**src/hdl/kxy_pkg.sv**
```systemverilog
`default_nettype none
package kxy_pkg;

	localparam int POS_FRAC_BITS_DEF = 8;

	localparam int POS_W   = 24;
	localparam int COEF_W  = 16;
	localparam int NOISE_W = 24;
	localparam int COV_W   = 32;
	localparam int GAIN_W  = 18;
	localparam int NUM_W   = 52;
	localparam int DEN_W   = 41;
	localparam int QUO_W   = 19;

	localparam logic signed [15:0] TRANS_RST = 16'sd4096;
	localparam logic signed [15:0] OBS_RST   = 16'sd4096;
	localparam logic [23:0]        QN_RST    = 24'd6554;
	localparam logic [23:0]        RN_RST    = 24'd6554;
	localparam logic [31:0]        COV_RST   = 32'd65536;

	typedef enum logic [1:0] {
		REG_TRANS_GAIN    = 2'd0,
		REG_OBS_GAIN      = 2'd1,
		REG_PROCESS_NOISE = 2'd2,
		REG_MEASURE_NOISE = 2'd3
	} kxy_reg_t;

	// Step strobes for both position lanes; the top gives the y lane its own keep.
	typedef struct packed {
		logic load;
		logic pred_mul;
		logic pred_rnd;
		logic obs_mul;
		logic innov;
		logic corr_mul;
		logic corr_add;
		logic commit;
		logic keep;
	} kxy_lane_ctl_t;

endpackage
`default_nettype wire

```
**src/hdl/kxy_merge.sv**
```systemverilog
`default_nettype none
module kxy_merge
	import kxy_pkg::*;
(
	input  wire logic                clk,
	input  wire logic                arst_n,
	input  wire logic                load,
	input  wire logic signed [23:0]  new_x,
	input  wire logic signed [23:0]  new_y,
	input  wire logic [31:0]         new_cov,
	input  wire logic signed [17:0]  new_gain,
	input  wire logic                new_fault,
	output logic                     ready,
	output logic                     out_valid,
	input  wire logic                out_stall,
	output logic signed [23:0]       est_x,
	output logic signed [23:0]       est_y,
	output logic [31:0]              covariance,
	output logic signed [17:0]       gain,
	output logic                     div_fault
);

	logic valid_q;

	assign ready     = !valid_q || !out_stall;
	assign out_valid = valid_q;

	always_ff @(posedge clk or negedge arst_n) begin
		if (!arst_n) begin
			valid_q <= 1'b0;
		end else if (load) begin
			valid_q <= 1'b1;
		end else if (!out_stall) begin
			valid_q <= 1'b0;
		end
	end

	always_ff @(posedge clk) begin
		if (load) begin
			est_x      <= new_x;
			est_y      <= new_y;
			covariance <= new_cov;
			gain       <= new_gain;
			div_fault  <= new_fault;
		end
	end

endmodule
`default_nettype wire

```
**config.mk**
```make
export PLATFORM = sky130hd
export DESIGN_NAME = kxy_merge
export DESIGN_NICKNAME = d
export VERILOG_FILES = /design/src/hdl/kxy_pkg.sv /design/src/hdl/kxy_merge.sv
export SDC_FILE = /design/constraint.sdc
export NUM_CORES = 1
export LEC_CHECK = 0
export ABC_AREA = 1
export BUFFER_PORTS_ARGS = -buffer_cell sky130_fd_sc_hd__buf_4
export CAP_MARGIN = 15
export CORE_ASPECT_RATIO = 1.2
export CORE_MARGIN = 2
export CORE_UTILIZATION = 30
export DETAILED_ROUTE_END_ITERATION = 6
export PLACE_DENSITY = 0.67
export SYNTH_ARGS = -nofsm -noshare
export SYNTH_HDL_FRONTEND = slang
export SYNTH_SLANG_ARGS = --single-unit
export TNS_END_PERCENT = 20
```
**constraint.sdc**
```tcl
create_clock -name clk -period 2 [get_ports clk]
set_clock_uncertainty 0.15 [all_clocks]
set_input_delay 0.4 -clock clk [delete_from_list [all_inputs] [get_ports clk]]
set_output_delay 0.4 -clock clk [all_outputs]
set_load 0.05 [all_outputs]
```
==> flow_summary.json <==
{
  "outcome": "complete, no violations",
  "ys_ff_latch": 100,
  "io_pins": 204,
  "cts.path.max_buffers": 2,
  "fin_ws_ns": 0.4572,
  "drt-pass1-iter-count": 5,
  "post_drt_wl_per_cell_um": 15.77,
  "reg2reg_to": "out_valid",
  "drv_cap": 0,
  "fin_setup_tns_ns": 0,
  "yosys-top-cells-count": "99 x edfxtp_1, 2 x nand2_2, 1 x dfrtp_1, 1 x inv_1",
  "reg2reg_from": "out_valid",
  "hp-start": "new_y[23]",
  "wl_um": 7114,
  "drt_iter0_drc": 106,
  "n_fill_cell": 864,
  "ant_nets": 0,
  "drv_slew": 0,
  "antenna_found_initial": 0,
  "leakage_nw": 2.134,
  "start_kind": "flip-flop",
  "grt_use_total": 0.1288,
  "rr_worst_depth": 2,
  "ys_types": 4,
  "period_needed_ns": 1.543,
  "numCtsBuffers": 9,
  "synthesis.nets": 206,
  "htree_levels": 3,
  "grt_setup_unrepaired": "false",
  "clock_latency_ns": 0.33,
  "hold_class": "in -> reg",
  "syn_to_final_growth_pct": 67.66,
  "synth_most_common_cell": "edfxtp_1",
  "die_w_um": 95.50,
  "synth_area_um2": 3014,
  "drive_gt1_frac": 0.6738,
  "via_count": 1815,
  "synth_edf_count": 99,
  "netlist.area_leader.share": 0.9863,
  "startpoint": "out_valid",
  "power_density_nw_per_um2": 1059,
  "die_h_um": 113.8,
  "dieArea_um2": 10870,
  "syn_area_per_cell_um2": 29.26,
  "holdPathStages": 1,
  "hold_violations": 0,
  "yosysWarningCount": 0,
  "final_nets": 423,
  "core_um2": 9910,
  "postCtsSetupBuffers": 0,
  "yosysTopAreaCell": "edfxtp_1",
  "cp-end-kind": "output pin",
  "finalPower_w": 0.005354,
  "grt_start_max_net_pins": 62,
  "cts_tree": "done",
  "grt_pass1_vias": 1941,
  "synthArstFlopShare": 0.01000,
  "worst_pin_slew_ns": 0.3148,
  "rows": 40,
  "io_buffers": 203,
  "root_buffer": "clkbuf_16",
  "synth_area_leaders": "edfxtp_1 99%, dfrtp_1 0.83%, nand2_2 0.42%, inv_1 0.12%",
  "seq_area_frac_synth": 0.9946,
  "whs_endpoint": "est_y[23]",
  "grt.overflow.total": 0,
  "r2r_setup_slack_ns": 1.23,
  "pre_cts_ws_ns": 0.6745,
  "arrival_ns": 0.99,
  "viasPerCell": 4.024,
  "start_util": 0.3042,
  "route.detailed.drc": 0,
  "peakVddDrop_v": 0.0006839,
  "multi_input_area_um2": 12.51,
  "clk_pin_slew_ns": 0.07,
  "antenna_cells": 0,
  "regArea_um2": 2998,
  "finalSetupViolations": 0,
  "cts.sinks": 100,
  "slew_headroom": 0.7902,
  "place_congestion": 0.6834,
  "synth_ff_type": "edfxtp_1",
  "hold_slack_ns": 0.08741,
  "max_freq_mhz": 648.2,
  "crit_required_ns": 1.45,
  "netlist_instances": 103,
  "cp_max_fo": 2,
  "path_class": "reg -> out",
  "grt_pass1_wl_um": 9984,
  "fin_crit_sh": 0.7714
}
-- stage by stage --
stage	area, µm²	instances	utilization
6_report	5054	451	0.5100
5_1_grt	5054	451	0.5100
4_1_cts	5054	451	0.5100
2_1_floorplan	3014	103	-
3_3_place_gp	4736	434	0.4779
3_5_place_dp	4736	434	0.4779
-- layout by cell type (no fill, tap or decap), drive strengths merged --
master	netlist	routed
buf	0	205
bufinv	0	2
clkbuf	0	10
clkinv	0	3
clkinvlp	0	1
dfrtp	1	1
dlygate4sd3	0	1
edfxtp	99	99
inv	1	1
nand2	2	2
-- layout make-up --
class	instances	area share
Clock buffer	10	0.04531
Clock inverter	6	0.01560
Inverter	1	0.0007428
Multi-Input combinational cell	2	0.002476
Sequential cell	100	0.5932
Tap cell	126	0.03120
Timing Repair Buffer	206	0.3115
-- state kept, by name (all words and copies together), names as in the netlist --
signal / flops
est_y: 24
out_valid: 1
est_x: 24
gain: 18
div_fault: 1
covariance: 32
-- report_power, final --
group          internal [W]  switching, W  total, W
logic              0.000333      0.000707   0.00104
clock network       0.00108      0.000698   0.00178
registers           0.00249     0.0000455   0.00253
-- worst max path at each step --
stage / slack [ns] / depth (start not counted) / to
after floorplan: 0.53 / 1 / ready
after global placement: 0.68 / 3 / ready
after detailed placement: 0.67 / 3 / ready
after CTS: 0.44 / 2 / ready
after global routing: 0.40 / 2 / ready
final: 0.46 / 2 / ready
-- worst max-delay path, cell delays in order (launching register included) --
cell and delay, ns:
dfrtp_1 0.39, nand2_2 0.08, buf_4 0.19
-- routing by layer --
layer / up-vias / track usage / part of all wire / wire, µm
met5: - / 0 / 0 / 0
met2: 104 / 0.2291 / 0.56 / 4019
li1: 849 / - / - / -
met3: 15 / 0.04095 / 0.081 / 574
met1: 847 / 0.1324 / 0.33 / 2338
met4: 0 / 0.06952 / 0.026 / 182
-- repair_timing --
item                      in CTS  in global routing
hold endpoints to repair       1                  0
gates resized for setup        0                  0
hold buffers                   1                  0
-- cell families (layout without fill, tap and decap cells) --
logic type,after synthesis,in the layout,share of synthesized area
buffers and inverters,1,223,0.001244
and+or+nand+nor,2,2,0.004150
DFF,100,100,0.9946
Note: power is estimated with default switching activity, not from simulation.
