## src/hdl/kxy_pkg.sv

```systemverilog
`default_nettype none
package kxy_pkg;

	localparam int POS_FRAC_BITS_DEF = 8;

	localparam int POS_W   = 24;
	localparam int COEF_W  = 16;
	localparam int NOISE_W = 24;
	localparam int COV_W   = 32;
	localparam int GAIN_W  = 18;
	localparam int NUM_W   = 52;
	localparam int DEN_W   = 41;
	localparam int QUO_W   = 19;

	localparam logic signed [15:0] TRANS_RST = 16'sd4096;
	localparam logic signed [15:0] OBS_RST   = 16'sd4096;
	localparam logic [23:0]        QN_RST    = 24'd6554;
	localparam logic [23:0]        RN_RST    = 24'd6554;
	localparam logic [31:0]        COV_RST   = 32'd65536;

	typedef enum logic [1:0] {
		REG_TRANS_GAIN    = 2'd0,
		REG_OBS_GAIN      = 2'd1,
		REG_PROCESS_NOISE = 2'd2,
		REG_MEASURE_NOISE = 2'd3
	} kxy_reg_t;

	// Step strobes for both position lanes; the top gives the y lane its own keep.
	typedef struct packed {
		logic load;
		logic pred_mul;
		logic pred_rnd;
		logic obs_mul;
		logic innov;
		logic corr_mul;
		logic corr_add;
		logic commit;
		logic keep;
	} kxy_lane_ctl_t;

endpackage
`default_nettype wire

```

## src/hdl/kxy_lane.sv

```systemverilog
`default_nettype none
module kxy_lane
	import kxy_pkg::*;
#(
	parameter int FRAC_BITS = POS_FRAC_BITS_DEF
) (
	input  wire logic                clk,
	input  wire logic                arst_n,
	input  wire kxy_lane_ctl_t       ctl,
	input  wire logic signed [15:0]  a,
	input  wire logic signed [15:0]  h,
	input  wire logic signed [17:0]  g,
	input  wire logic signed [23:0]  z,
	output logic signed [23:0]       est_next
);

	localparam logic signed [23:0] EST_RST = 24'sd1 <<< FRAC_BITS;

	function automatic logic signed [23:0] sat24(input logic signed [32:0] v);
		logic signed [23:0] r;
		if (v > 33'sd8388607) begin
			r = 24'sh7fffff;
		end else if (v < -33'sd8388608) begin
			r = 24'sh800000;
		end else begin
			r = v[23:0];
		end
		return r;
	endfunction

	logic signed [23:0] est_q, z_q, xp_q, nx_q;
	logic signed [39:0] prod_q, hx_q;
	logic signed [28:0] inn_q;
	logic signed [46:0] m_q;

	logic signed [40:0] prod_r, hx_r;
	logic signed [47:0] m_r;
	logic signed [31:0] cor;
	logic signed [32:0] sum;

	always_comb begin
		prod_r = {prod_q[39], prod_q} + 41'sd2048;
		hx_r   = {hx_q[39], hx_q} + 41'sd2048;
		m_r    = {m_q[46], m_q} + 48'sd32768;
		cor    = $signed(m_r[47:16]);
		sum    = 33'(xp_q) + 33'(cor);
	end

	assign est_next = ctl.keep ? est_q : nx_q;

	always_ff @(posedge clk or negedge arst_n) begin
		if (!arst_n) begin
			est_q <= EST_RST;
		end else if (ctl.commit) begin
			est_q <= est_next;
		end
	end

	always_ff @(posedge clk) begin
		if (ctl.load)     z_q    <= z;
		if (ctl.pred_mul) prod_q <= a * est_q;
		if (ctl.pred_rnd) xp_q   <= sat24(33'($signed(prod_r[40:12])));
		if (ctl.obs_mul)  hx_q   <= h * xp_q;
		if (ctl.innov)    inn_q  <= 29'(z_q) - $signed(hx_r[40:12]);
		if (ctl.corr_mul) m_q    <= g * inn_q;
		if (ctl.corr_add) nx_q   <= sat24(sum);
	end

endmodule
`default_nettype wire

```

## config.mk

```make
export PLATFORM = sky130hd
export DESIGN_NAME = kxy_lane
export DESIGN_NICKNAME = d
export VERILOG_FILES = /design/src/hdl/kxy_pkg.sv /design/src/hdl/kxy_lane.sv
export SDC_FILE = /design/constraint.sdc
export NUM_CORES = 2
export LEC_CHECK = 0
export BUFFER_PORTS_ARGS = -buffer_cell sky130_fd_sc_hd__buf_4
export CAP_MARGIN = 15
export CELL_PAD_IN_SITES_DETAIL_PLACEMENT = 0
export CELL_PAD_IN_SITES_GLOBAL_PLACEMENT = 2
export CORE_MARGIN = 5
export CORE_UTILIZATION = 45
export CTS_BUF_LIST = sky130_fd_sc_hd__clkbuf_4 sky130_fd_sc_hd__clkbuf_8
export CTS_CLUSTER_DIAMETER = 60
export CTS_CLUSTER_SIZE = 30
export DETAILED_ROUTE_END_ITERATION = 10
export PLACE_DENSITY_LB_ADDON = 0.1
export SLEW_MARGIN = 0
export SYNTH_ARGS = -nofsm -noshare
export SYNTH_HDL_FRONTEND = slang
export SYNTH_SLANG_ARGS = --single-unit
```

## constraint.sdc

```tcl
create_clock -name clk -period 13.48 [get_ports clk]
set_input_delay 0.674 -clock clk [delete_from_list [all_inputs] [get_ports clk]]
set_output_delay 0.674 -clock clk [all_outputs]
set_load 0.02 [all_outputs]
```

==> summary.md <==
| Metric | Value |
|---|---|
| Layout cell share with drive strength beyond 1 | `4.65%` |
| Setup Buffers After CTS | `0` |
| Final setup TNS | `0 ps` |
| Final hold vios | `0` |
| Clk sinks | `215` |
| Gr ovfl total | `0` |
| Gpl congestion | `0.816` |
| TritonCTS clock tree | `built` |
| Root Buffer | `clkbuf_8` |
| Post-synth EDFFs | `191` |
| Die X-Extent | `362 um` |
| Sequential share of the synthesized area | `11.3%` |
| Count of input and output buffers | `108` |
| Arr. time, crit path | `8060 ps` |
| Reg2Reg Depth | `21` |
| Hold endpoint | `z_q[18]$_DFFE_PP_` |
| Post-route clock period utilization | `56.9%` |
| CTS Buffer Depth | `3` |
| Initial antenna violation count | `5` |
| Worst Setup Start Kind | `register` |
| Outcome | `finished, final reports clean` |
| DR vias/cell | `5.08` |
| Routed Antenna Nets | `0` |
| Crit path required time | `13870 ps` |
| Synth Area in XOR/XNOR | `3.79%` |
| Nets | `7556` |
| WL final | `148000 um` |
| Largest family of logic cells by synthesized area | `adder cells` |
| Worst rel slew slack | `26.2%` |
| Worst-path cell chain | `nand2_1 -> fa_1 -> fa_1 -> inv_1 -> ha_1 -> inv_1 -> fa_1 -> inv_1 -> fa_1 -> fa_1 -> ha_1 -> and3_1 -> and3_1 -> and2_1 -> a221oi_2 -> o31ai_1 -> o2111ai_1 -> a21oi_1 -> a2111oi_0 -> o21ba_2 -> xnor2_1` |
| Max-Cap Viols | `0` |
| Global-route usage over all layers | `23.5%` |
| Worst path max stage delay | `1010 ps` |
| Post-synth net total | `7621` |
| CTS hold repair buffers | `1` |
| H-Tree Depth | `1` |
| Crit. End Element | `register` |
| FF-to-FF Start | `inn_q[14]$_DFFE_PP_` |
| Yosys top cell area share | `44.8%` |
| Final Cell Area | `58600 um2` |
| Synth Flop Type | `edfxtp_1` |
| Row Count | `129` |
| CP top delay family | `adder cells` |
| Iter 0 DRT Violations | `2084` |
| Area contributors post-synth | `fa_1 (45%), edfxtp_1 (10%), inv_1 (9.8%), ha_1 (8.1%), and2_1 (5.6%)` |
| Core Box Area | `124000 um2` |
| Die Y | `362 um` |
| Crit path buf inv count | `3` |
| Yosys top cell by area | `fa_1` |
| Dpl hpwl | `117000 um` |
| Worst Skew | `34.6 ps` |
| Hold/Removal Path Class | `in2reg` |
| Worst Tran Pin Value | `1110 ps` |
| RSZ-0062 raised after global routing | `no` |
| Post-route DRC | `0` |
| Min Clock Period, post-route | `7670 ps` |
| Clk_lat worst skew | `640 ps` |
| Final setup viols | `0` |
| FMAX | `130 MHz` |
| Syn Area/Cell | `9.44 um2` |
| Kind of critical path | `reg2reg` |
| Yosys cell types | `89` |
| R2R Path End | `m_q[46]$_DFFE_PP_` |
| CTS buffer count | `21` |
| HP Start | `z[18]` |
| Fraction of registers with async set/reset | `11.2%` |
| Total number of vias | `38100` |
| Slew Viols, Final | `0` |
| First-pass GRT wire length | `241000 um` |
| Most common cell after layout, fill and taps aside | `inv_1` |
| Post-Synth Simple-Gate Area | `14.6%` |
| Largest net degree at the start of global routing | `33` |
| Clock Pin Slew Worst Setup and Hold Paths | `120 ps` |
| P&R area growth vs syn | `4.89%` |
| Slowest-stage cell, CP | `edfxtp_1` |
| FF-to-FF setup slack | `5810 ps` |
| Initial Util | `45.2%` |
| PostCTS Resize Cnt | `0` |
| Synth Area in Compound Gates | `4.82%` |
| Synth warn | `0` |
| Post-DR wirelength/cell | `19.8 um` |
| Multiplexer share of the synthesized area | `1.00%` |
| Pre-antenna DRT Iters | `5` |
| Vias in the first global route | `42000` |
| Most frequent cells in the layout | `inv_1 (1455), fa_1 (1252), nand2_1 (800), and2_1 (500), ha_1 (363)` |
| Netlist Area Pre-Place | `55900 um2` |
| Hold Crit Depth | `1` |
| Cells after Synth | `5921` |
| Most frequent cell on the critical path | `fa_1` |
| Crit path max fanout | `18` |
| Post-Synth Adder-Cell Area | `53.0%` |
| Area after DPL | `58100 um2` |
| I/O pin count | `109` |
| Flops & latches, synth | `215` |
| Die Area | `131000 um2` |
-- synth_stat cells, types with 3 or more instances --
cell	number
ha_1	363
o2111ai_1	3
o21ai_1	18
o21a_1	18
and4_1	5
nor4_1	4
xor2_1	84
a211oi_1	11
fa_1	1252
nand3_1	57
a211o_1	8
or2b_2	4
o21bai_1	14
o31ai_1	3
nand2b_1	29
or2_2	6
nand4_1	37
and2_1	500
buf_6	4
nor2b_1	27
edfxtp_1	191
inv_1	1455
a41oi_1	4
a21boi_0	5
nor2_1	160
a31oi_1	10
o211ai_1	6
a21o_1	59
a221o_1	5
nor3_1	31
clkbuf_1	224
a22o_1	3
nand2_1	800
and3_1	27
o311ai_0	3
dfrtp_1	23
a21oi_1	112
a2111oi_0	3
mux2_2	49
or3_1	4
xnor2_1	158
o21ai_2	7
o21ai_0	77
-- per-layer routing --
layer | vias to the layer above | global-route usage, % | wire, um
li1 | 17400 | - | -
met1 | 19900 | 33.1 | 67000
met2 | 698 | 40.2 | 72300
met3 | 152 | 2.36 | 5790
met4 | 2 | 4.40 | 3300
met5 | - | 0 | 13
-- how the worst max path moves through the flow --
stage                   startpoint           endpoint  slack, ps  cells past startpoint
2_1_floorplan                 g[0]  m_q[46]$_DFFE_PP_       6340                     25
3_3_place_gp                  g[0]  m_q[46]$_DFFE_PP_       5780                     24
3_5_place_dp                  g[0]  m_q[46]$_DFFE_PP_       5740                     24
4_1_cts        inn_q[14]$_DFFE_PP_  m_q[46]$_DFFE_PP_       5820                     21
5_1_grt        inn_q[28]$_DFFE_PP_  m_q[46]$_DFFE_PP_       5330                     23
6_report       inn_q[14]$_DFFE_PP_  m_q[46]$_DFFE_PP_       5810                     21
-- flip-flops by register name (all words and copies together) (netlist names) --
signal,count
nx_q,24
xp_q,24
inn_q,29
z_q,24
est_q,24
hx_q,29
prod_q,29
m_q,32
-- cell families (layout without fill, tap and decap cells) --
logic type	after synthesis	in the layout
simple gates	1703	1703
buf+inv	1690	1640
fa+ha+maj	1615	1615
compound gates	406	406
xor+xnor	242	242
flops	215	215
mux	50	50
other cells	0	3
-- final cells by class --
type / instances / area [um2]
diodes: 3 / 7.51
clock buffers: 21 / 289
clock inverters: 17 / 216
fillers: 12200 / 65000
inverters: 1455 / 5460
multi-input cells: 4016 / 43200
flip-flops and latches: 215 / 6340
well taps: 1637 / 2050
repair buffers: 147 / 1110
-- metrics by stage --
step           std cells  hold WS [ps]  worst slack, ps  utilization (%)
2_1_floorplan       5921           378             6340                -
3_3_place_gp        7469           615             5780             47.0
3_5_place_dp        7469           613             5740             47.0
4_1_cts             7508           139             5820             47.4
5_1_grt             7509           150             5330             47.4
6_report            7511           202             5810             47.4
Power is left out: the tool's default activity adds up to more than one toggle a clock period on the data nets, which glitch-free logic cannot reach.
