`config.mk`:
```
export PLATFORM = sky130hd
export DESIGN_NAME = kxy_gain
export DESIGN_NICKNAME = d
export VERILOG_FILES = /design/src/hdl/kxy_pkg.sv /design/src/hdl/kxy_gain.sv
export SDC_FILE = /design/constraint.sdc
export NUM_CORES = 1
export LEC_CHECK = 0
export BUFFER_PORTS_ARGS = -buffer_cell sky130_fd_sc_hd__buf_2
export CORE_MARGIN = 1
export CORE_UTILIZATION = 50
export DETAILED_ROUTE_END_ITERATION = 16
export PLACE_DENSITY = 0.67
export SETUP_SLACK_MARGIN = 0.15
export SYNTH_ARGS = -nofsm -noshare
export SYNTH_HDL_FRONTEND = slang
export SYNTH_SLANG_ARGS = --single-unit
```
`constraint.sdc`:
```
create_clock -name clk -period 7.4 [get_ports clk]
set_clock_uncertainty 0.2 [all_clocks]
set_input_delay 0.37 -clock clk [delete_from_list [all_inputs] [get_ports clk]]
set_output_delay 0.37 -clock clk [all_outputs]
set_load 0.01 [all_outputs]
```
`src/hdl/kxy_pkg.sv`:
```
`default_nettype none
package kxy_pkg;

	localparam int POS_FRAC_BITS_DEF = 8;

	localparam int POS_W   = 24;
	localparam int COEF_W  = 16;
	localparam int NOISE_W = 24;
	localparam int COV_W   = 32;
	localparam int GAIN_W  = 18;
	localparam int NUM_W   = 52;
	localparam int DEN_W   = 41;
	localparam int QUO_W   = 19;

	localparam logic signed [15:0] TRANS_RST = 16'sd4096;
	localparam logic signed [15:0] OBS_RST   = 16'sd4096;
	localparam logic [23:0]        QN_RST    = 24'd6554;
	localparam logic [23:0]        RN_RST    = 24'd6554;
	localparam logic [31:0]        COV_RST   = 32'd65536;

	typedef enum logic [1:0] {
		REG_TRANS_GAIN    = 2'd0,
		REG_OBS_GAIN      = 2'd1,
		REG_PROCESS_NOISE = 2'd2,
		REG_MEASURE_NOISE = 2'd3
	} kxy_reg_t;

	// Step strobes for both position lanes; the top gives the y lane its own keep.
	typedef struct packed {
		logic load;
		logic pred_mul;
		logic pred_rnd;
		logic obs_mul;
		logic innov;
		logic corr_mul;
		logic corr_add;
		logic commit;
		logic keep;
	} kxy_lane_ctl_t;

endpackage
`default_nettype wire

```
`src/hdl/kxy_gain.sv`:
```
`default_nettype none
module kxy_gain
	import kxy_pkg::*;
(
	input  wire logic                 clk,
	input  wire logic                 arst_n,
	input  wire logic                 start,
	input  wire logic [NUM_W-1:0]     num,
	input  wire logic [DEN_W-1:0]     den,
	input  wire logic                 neg,
	output logic                      done,
	output logic signed [17:0]        g,
	output logic                      fault
);

	// Restoring division, one quotient bit per cycle. A quotient that would
	// not fit in QUO_W bits is caught up front and saturates.
	localparam int DIV_W = DEN_W + QUO_W - 1;

	logic [NUM_W-1:0] num_q, rem_q;
	logic [DEN_W-1:0] den_q;
	logic [DIV_W-1:0] d_q;
	logic [QUO_W-1:0] q_q, qc;
	logic [4:0]       cnt_q;
	logic             neg_q, chk_q, it_q, done_q, fault_q, ge;

	assign ge = {{(DIV_W-NUM_W){1'b0}}, rem_q} >= d_q;

	always_ff @(posedge clk or negedge arst_n) begin
		if (!arst_n) begin
			chk_q  <= 1'b0;
			it_q   <= 1'b0;
			done_q <= 1'b0;
		end else begin
			done_q <= 1'b0;
			if (start) begin
				chk_q <= 1'b1;
				it_q  <= 1'b0;
			end else if (chk_q) begin
				chk_q <= 1'b0;
				if (den_q == '0 ||
					{8'b0, num_q} >= {den_q, {QUO_W{1'b0}}}) begin
					done_q <= 1'b1;
				end else begin
					it_q <= 1'b1;
				end
			end else if (it_q && cnt_q == '0) begin
				it_q   <= 1'b0;
				done_q <= 1'b1;
			end
		end
	end

	always_ff @(posedge clk) begin
		if (start) begin
			num_q <= num;
			den_q <= den;
			neg_q <= neg;
		end else if (chk_q) begin
			fault_q <= (den_q == '0);
			rem_q   <= num_q;
			d_q     <= {den_q, {(QUO_W-1){1'b0}}};
			cnt_q   <= 5'(QUO_W - 1);
			if (den_q == '0) begin
				q_q <= '0;
			end else if ({8'b0, num_q} >= {den_q, {QUO_W{1'b0}}}) begin
				q_q <= '1;
			end else begin
				q_q <= '0;
			end
		end else if (it_q) begin
			if (ge) rem_q <= rem_q - d_q[NUM_W-1:0];
			q_q   <= {q_q[QUO_W-2:0], ge};
			d_q   <= d_q >> 1;
			cnt_q <= cnt_q - 5'd1;
		end
	end

	always_comb begin
		if (neg_q) begin
			qc = (q_q > 19'd131072) ? 19'd131072 : q_q;
			g  = -$signed(qc[17:0]);
		end else begin
			qc = (q_q > 19'd131071) ? 19'd131071 : q_q;
			g  = $signed(qc[17:0]);
		end
	end

	assign done  = done_q;
	assign fault = fault_q;

endmodule
`default_nettype wire

```
==> results.sh, run 1 <==
export IMPL_status="finished clean"
export IMPL_register_area_sq_um=6990
export IMPL_diodes=0
export IMPL_mappedNetlistArea_sq_um=13100
export IMPL_synth_fa_ha_area_share_pct=8.46
export IMPL_tns_ns=0
export IMPL_timing_fmax_ghz=0.214
export IMPL_drtIter0Drc=763
export IMPL_syn_inst=1241
export IMPL_slowest_stage="nor2_2"
export IMPL_critPathKind="register to output port"
export IMPL_syn_mean_instance_area_sq_um=10.6
export IMPL_drcViolationCount=0
export IMPL_wl_per_cell_um=17.4
export IMPL_hold_viol_final=0
export IMPL_dp_hpwl_mm=20.6
export IMPL_synth_enable_flop_cells=230
export IMPL_cts_sinks=233
export IMPL_num_vias=9986
export IMPL_yosys_register_bits=233
export IMPL_cts_made_buffers=27
export IMPL_synth_seq_area_share_pct=53.3
export IMPL_dieArea_sq_um=26800
export IMPL_layout_drive_gt1_share_pct=13.5
export IMPL_die_x_um=164
export IMPL_grt_total_usage_pct=23.6
export IMPL_crit_path_end_kind="output port"
export IMPL_grt_ovfl_total=0
export IMPL_slew_viol_final=0
export IMPL_htree_levels=1
export IMPL_fin_crit_ns=4.68
export IMPL_tightest_slew_ns=1.16
export IMPL_cp_cell_sequence="or3_1 -> nor3_1 -> and2_1 -> a41oi_1 -> nor2_2 -> nand2_1 -> ha_1 -> o31a_1 -> o21ai_2 -> o21ai_1 -> a211oi_1 -> buf_2"
export IMPL_grt_max_degree=117
export IMPL_vdd_ir_drop_max_mv=0.192
export IMPL_period_share_pct=63.2
export IMPL_clkTransAtPathRegs_ns=0.06
export IMPL_die_h_um=164
export IMPL_cts_root_buf="clkbuf_16"
export IMPL_arrival_ns=4.11
export IMPL_mappedNetlistNets=1426
export IMPL_synthSimpleGateAreaFrac_pct=11.5
export IMPL_p_per_area_nw_per_um2=229
export IMPL_viasPerCell=5.59
export IMPL_postCtsSetupRepairBufs=0
export IMPL_ys_async_sr_fraction_pct=1.29
export IMPL_hp_class="input port to register"
export IMPL_worst_slack_ns=2.72
export IMPL_io_buffers=116
export IMPL_post_synth_num_cell_types=77
export IMPL_fin_nets=1620
export IMPL_multi_input_area_sq_um=5460
export IMPL_crit_required_ns=6.83
export IMPL_routed_wl_mm=31.1
export IMPL_synth_compound_area_share_pct=17.0
export IMPL_cp_max_fo=19
export IMPL_grt_setup_unrepaired="false"
export IMPL_core_area_sq_um=25500
export IMPL_start_util_pct=51.4
export IMPL_yosysWarnings=0
export IMPL_synth_top_family_by_area="compound AO/OA/AOI/OAI gates"
export IMPL_rows=58
export IMPL_syn2layout_area_growth_pct=20.4
export IMPL_maxCapViolations=0
export IMPL_finalSetupViolations=0
export IMPL_synth_xor_area_share_pct=3.48
export IMPL_relSlewSlack_pct=22.9
export IMPL_gp_congestion=0.904
export IMPL_ant_nets=0
export IMPL_synthFlopType="edfxtp_1"
export IMPL_grt_first_pass_wirelength_mm=49.7
export IMPL_p_leak_nw=6.52
export IMPL_clockBufferDepth=3
export IMPL_grt_pass1_vias=9748
export IMPL_max_stage_delay_ns=0.58
export IMPL_antenna_found_initial=0
export IMPL_pre_cts_ws_ns=3.00
export IMPL_critPathLaunchType="register"
export IMPL_muxShareOfSynthArea_pct=1.12
export IMPL_clock_latency_ns=0.54
export IMPL_fill_cells=2101
export IMPL_drt_first_pass_iters=5
export IMPL_cts_tree="built"
export IMPL_io_pins=117
[cell usage after synthesis, types with 22 or more instances]
cell type | number | area share (%)
edfxtp_1 | 230 | 53
nand2_1 | 137 | 3.9
inv_1 | 123 | 3.5
o21ai_0 | 119 | 4.5
ha_1 | 87 | 8.3
nor2_1 | 74 | 2.1
a21oi_1 | 71 | 2.7
a21o_1 | 45 | 2.6
clkbuf_1 | 41 | 1.2
xnor2_1 | 30 | 2.0
nand4_1 | 23 | 1.1
xor2_1 | 22 | 1.5
[flip-flops by register name, summed over array words and instances, names as in the netlist]
signal / flops
it_q: 1
chk_q: 1
neg_q: 1
num_q: 52
fault: 1
done: 1
q_q: 19
rem_q: 52
d_q: 59
cnt_q: 5
den_q: 41
[what timing repair did]
item | CTS | global route
endpoints found under the setup margin | 0 | 0
endpoints found under the hold margin | 97 | 0
gates resized for setup | 0 | 0
hold buffers | 96 | 0
[worst max-delay path, delay by kind of cell, from the launching register on]
family          cells  cell delay (ns)
simple gates        5             1.73
compound gates      5             0.94
buf+inv             1             0.18
flops               1             0.43
fa+ha+maj           1             0.29
[power by group]
group | total, W | internal [W] | switching [W]
clock network | 0.00131 | 0.000776 | 0.000530
logic | 0.000667 | 0.000289 | 0.000378
registers | 0.00164 | 0.00158 | 0.0000645
[layout by cell type, fill, tap and decap left out, drive strengths merged, types with 9 or more instances in the layout]
cell         count
clkinv          11
edfxtp         230
o21bai          10
inv            123
a21o            45
mux2            13
nand3           11
nor4            19
a31oi           11
nor2            75
ha              87
dlygate4sd3     96
clkbuf          36
xor2            22
o211ai           9
a21oi           71
nand4           23
nand2          137
o21ai          142
buf            121
xnor2           30
a211oi          11
nor3            20
[final timing paths]
check                      startpoint  endpoint  slack (ns)  cells after the start
setup / recovery               q_q[2]     g[14]        2.72                     12
hold / removal                  start     chk_q        0.06                      1
setup reg to reg            rem_q[19]  rem_q[4]        2.99                     10
hold reg to reg               d_q[15]   d_q[14]        0.35                      2
max in group asynchronous      arst_n     chk_q        6.31                      3
min in group asynchronous      arst_n     chk_q        0.52                      3
[cells by family after synthesis]
family,Yosys count
buf+inv,175
compound gates,354
xor+xnor,52
simple gates,326
mux,13
fa+ha+maj,88
flops,233
[layout make-up]
cell class              instances  area share, %
clock buffers                  36           4.75
clock inverters                13          0.746
flip-flops and latches        233           44.3
inverters                     123           2.93
well taps                     330           2.62
multi-input cells             833           34.6
repair buffers                217           10.0
[per-layer routing]
metal  vias to the layer above  global-route usage, %  part of all wire, %
li1                       4915                      -                    -
met1                      4712                   33.1                   46
met2                       303                   38.0                   45
met3                        56                   3.06                  5.5
met4                         0                   7.03                  2.8
met5                         -                      0                    0
[per-stage QoR]
stage | instances | util [%] | area (sq um) | total power, W | hold slack [ns]
3_3_place_gp | 1640 | 54.7 | 13900 | 0.00227 | -0.0196
2_1_floorplan | 1241 | - | 13100 | 0.00210 | -0.126
5_1_grt | 1785 | 61.9 | 15800 | 0.00378 | 0.0720
4_1_cts | 1785 | 61.9 | 15800 | 0.00363 | 0.0455
3_5_place_dp | 1640 | 54.7 | 13900 | 0.00228 | -0.0182
6_report | 1785 | 61.9 | 15800 | 0.00361 | 0.0613
Power figures use the tool's default switching activity.
==> run 2, diff against run 1 <==
Settings changed: PLACE_DENSITY 0.67 to 0.7.
Clock period 7.4 ns to 4.1 ns, I/O delays scaled along.
==> run 2 against run 1 <==
- die area unchanged
- global-route usage decreased by 0.47 points
- register-to-register slack got worse by 2.5 ns
- combinational power increased by 81%
- sequential power increased by 80%
- utilization increased by 0.26 points
- setup slack got worse by 2.3 ns
- sequential share of layout area decreased by 0.18 points
- final cell count increased by 0.45%
==> results.sh, run 2 (synthesized netlist as in run 1, its figures left out) <==
export IMPL_routed_wl_mm=30.5
export IMPL_status="finished clean"
export IMPL_drcViolationCount=0
export IMPL_layout_common_cells="edfxtp_1 (230), nand2_1 (137), inv_1 (123)"
export IMPL_cts_made_buffers=26
export IMPL_ant_nets=0
export IMPL_syn2layout_area_growth_pct=20.9
export IMPL_critPathLaunchType="register"
export IMPL_die_x_um=164
export IMPL_max_stage_delay_ns=0.42
export IMPL_largest_register_ffs=59
export IMPL_die_h_um=164
export IMPL_power_share_clock_pct=35.3
export IMPL_clkTransAtPathRegs_ns=0.06
export IMPL_tns_ns=0
export IMPL_p_per_area_nw_per_um2=407
export IMPL_timing_fmax_ghz=0.270
export IMPL_crit_path_end_kind="output port"
export IMPL_gp_congestion=0.926
export IMPL_cts_sinks=233
export IMPL_core_area_sq_um=25500
export IMPL_final_common_cell="edfxtp_1"
export IMPL_p_leak_nw=6.55
export IMPL_hold_worst_slack_ns=0.174
export IMPL_start_util_pct=51.4
export IMPL_top_regs="d_q x59, num_q x52, rem_q x52"
export IMPL_cts_root_buf="clkbuf_16"
export IMPL_htree_levels=1
export IMPL_fin_crit_ns=3.71
export IMPL_grt_ovfl_total=0
export IMPL_viasPerCell=5.55
export IMPL_io_buffers=116
export IMPL_hp_class="input port to register"
export IMPL_grt_setup_unrepaired="false"
export IMPL_largest_register="d_q"
export IMPL_crit_required_ns=3.69
export IMPL_diodes=0
export IMPL_switching_power_w=0.00174
export IMPL_tightest_slew_ns=0.880
export IMPL_layout_drive_gt1_share_pct=14.1
export IMPL_drt_first_pass_iters=5
export IMPL_dp_hpwl_mm=21.0
export IMPL_io_pins=117
export IMPL_slew_viol_final=0
export IMPL_dieArea_sq_um=26800
export IMPL_arrival_ns=3.30
export IMPL_switching_share_pct=27.0
export IMPL_clock_latency_ns=0.54
export IMPL_drtIter0Drc=961
export IMPL_hold_viol_final=0
export IMPL_grt_first_pass_wirelength_mm=49.0
export IMPL_path_buf_inv=2
export IMPL_cpMostUsedCell="nand2_1"
export IMPL_grt_pass1_vias=9628
export IMPL_fill_cells=2052
export IMPL_slowest_stage="edfxtp_1"
export IMPL_num_vias=9943
export IMPL_vdd_ir_drop_max_mv=0.409
export IMPL_p_int_w=0.00470
export IMPL_fin_area_sq_um=15800
export IMPL_rows=58
export IMPL_fin_nets=1629
export IMPL_maxCapViolations=0
export IMPL_finalSetupViolations=0
export IMPL_period_share_pct=90.4
export IMPL_cts_tree="built"
export IMPL_cp_max_fo=5
export IMPL_wl_per_cell_um=17.0
export IMPL_cp_cell_sequence="or2_1 -> or3_4 -> nor3_4 -> a41oi_1 -> nor2_2 -> nand2_1 -> ha_2 -> o31a_1 -> buf_4 -> nand2_1 -> a32oi_1 -> o22a_1 -> buf_2"
export IMPL_grt_total_usage_pct=23.1
export IMPL_grt_max_degree=84
export IMPL_antenna_found_initial=0
export IMPL_critPathKind="register to output port"
export IMPL_relSlewSlack_pct=40.8
export IMPL_critical_path_top_delay_family="simple AND/OR/NAND/NOR gates"
export IMPL_place_area_sq_um=14000
export IMPL_p_comb_share_pct=18.9
export IMPL_clockBufferDepth=3
export IMPL_pwr_share_seq_pct=45.9
run 2: what timing repair did:
item	in CTS	in global routing
endpoints found under the hold margin	106	0
resized for setup	0	4
buffers inserted	0	4
setup endpoints to repair	0	7
hold buffers	97	0
run 2: final cells by class:
cell class | instances | area (sq um) | area share, %
Multi-Input combinational cell | 833 | 5480 | 34.6
Timing Repair Buffer | 227 | 1670 | 10.6
Clock buffer | 32 | 694 | 4.39
Inverter | 123 | 462 | 2.92
Tap cell | 330 | 413 | 2.61
Clock inverter | 15 | 129 | 0.814
Sequential cell | 233 | 6990 | 44.1
run 2: path summary, 6_finish.rpt:
kind | end | slack, ns | start | depth (start not counted)
min in group asynchronous | it_q | 0.38 | arst_n | 3
max in group asynchronous | chk_q | 3.14 | arst_n | 3
setup reg to reg | rem_q[20] | 0.52 | rem_q[21] | 10
hold reg to reg | d_q[16] | 0.36 | d_q[17] | 2
hold / removal | num_q[37] | 0.17 | num[37] | 2
setup / recovery | g[6] | 0.39 | q_q[10] | 13
run 2: layer usage:
metal	wire [um]	track usage, %	vias up	part of all wire, %
li1	-	-	4936	-
met1	14500	33.3	4659	48
met2	13500	36.4	297	44
met3	1650	2.98	51	5.4
met4	794	6.78	0	2.6
met5	0	0	-	0
run 2: stage by stage:
step	power, W	cells	setup slack (ns)	utilization (%)
finish	0.00644	1793	0.393	62.2
global route	0.00672	1793	0.156	62.2
CTS	0.00646	1789	0.182	62.0
detailed placement	0.00412	1645	0.495	54.9
global placement	0.00410	1645	0.613	54.9
floorplan	0.00378	1241	0.356	-
run 2: power by group through the flow:
| stage | Clock (W) | Combinational (W) | Sequential (W) |
|---|---|---|---|
| floorplan | 0 | 0.000834 | 0.00295 |
| global placement | 0 | 0.00110 | 0.00300 |
| detailed placement | 0 | 0.00112 | 0.00300 |
| CTS | 0.00231 | 0.00120 | 0.00295 |
| global route | 0.00239 | 0.00136 | 0.00297 |
| finish | 0.00227 | 0.00121 | 0.00295 |
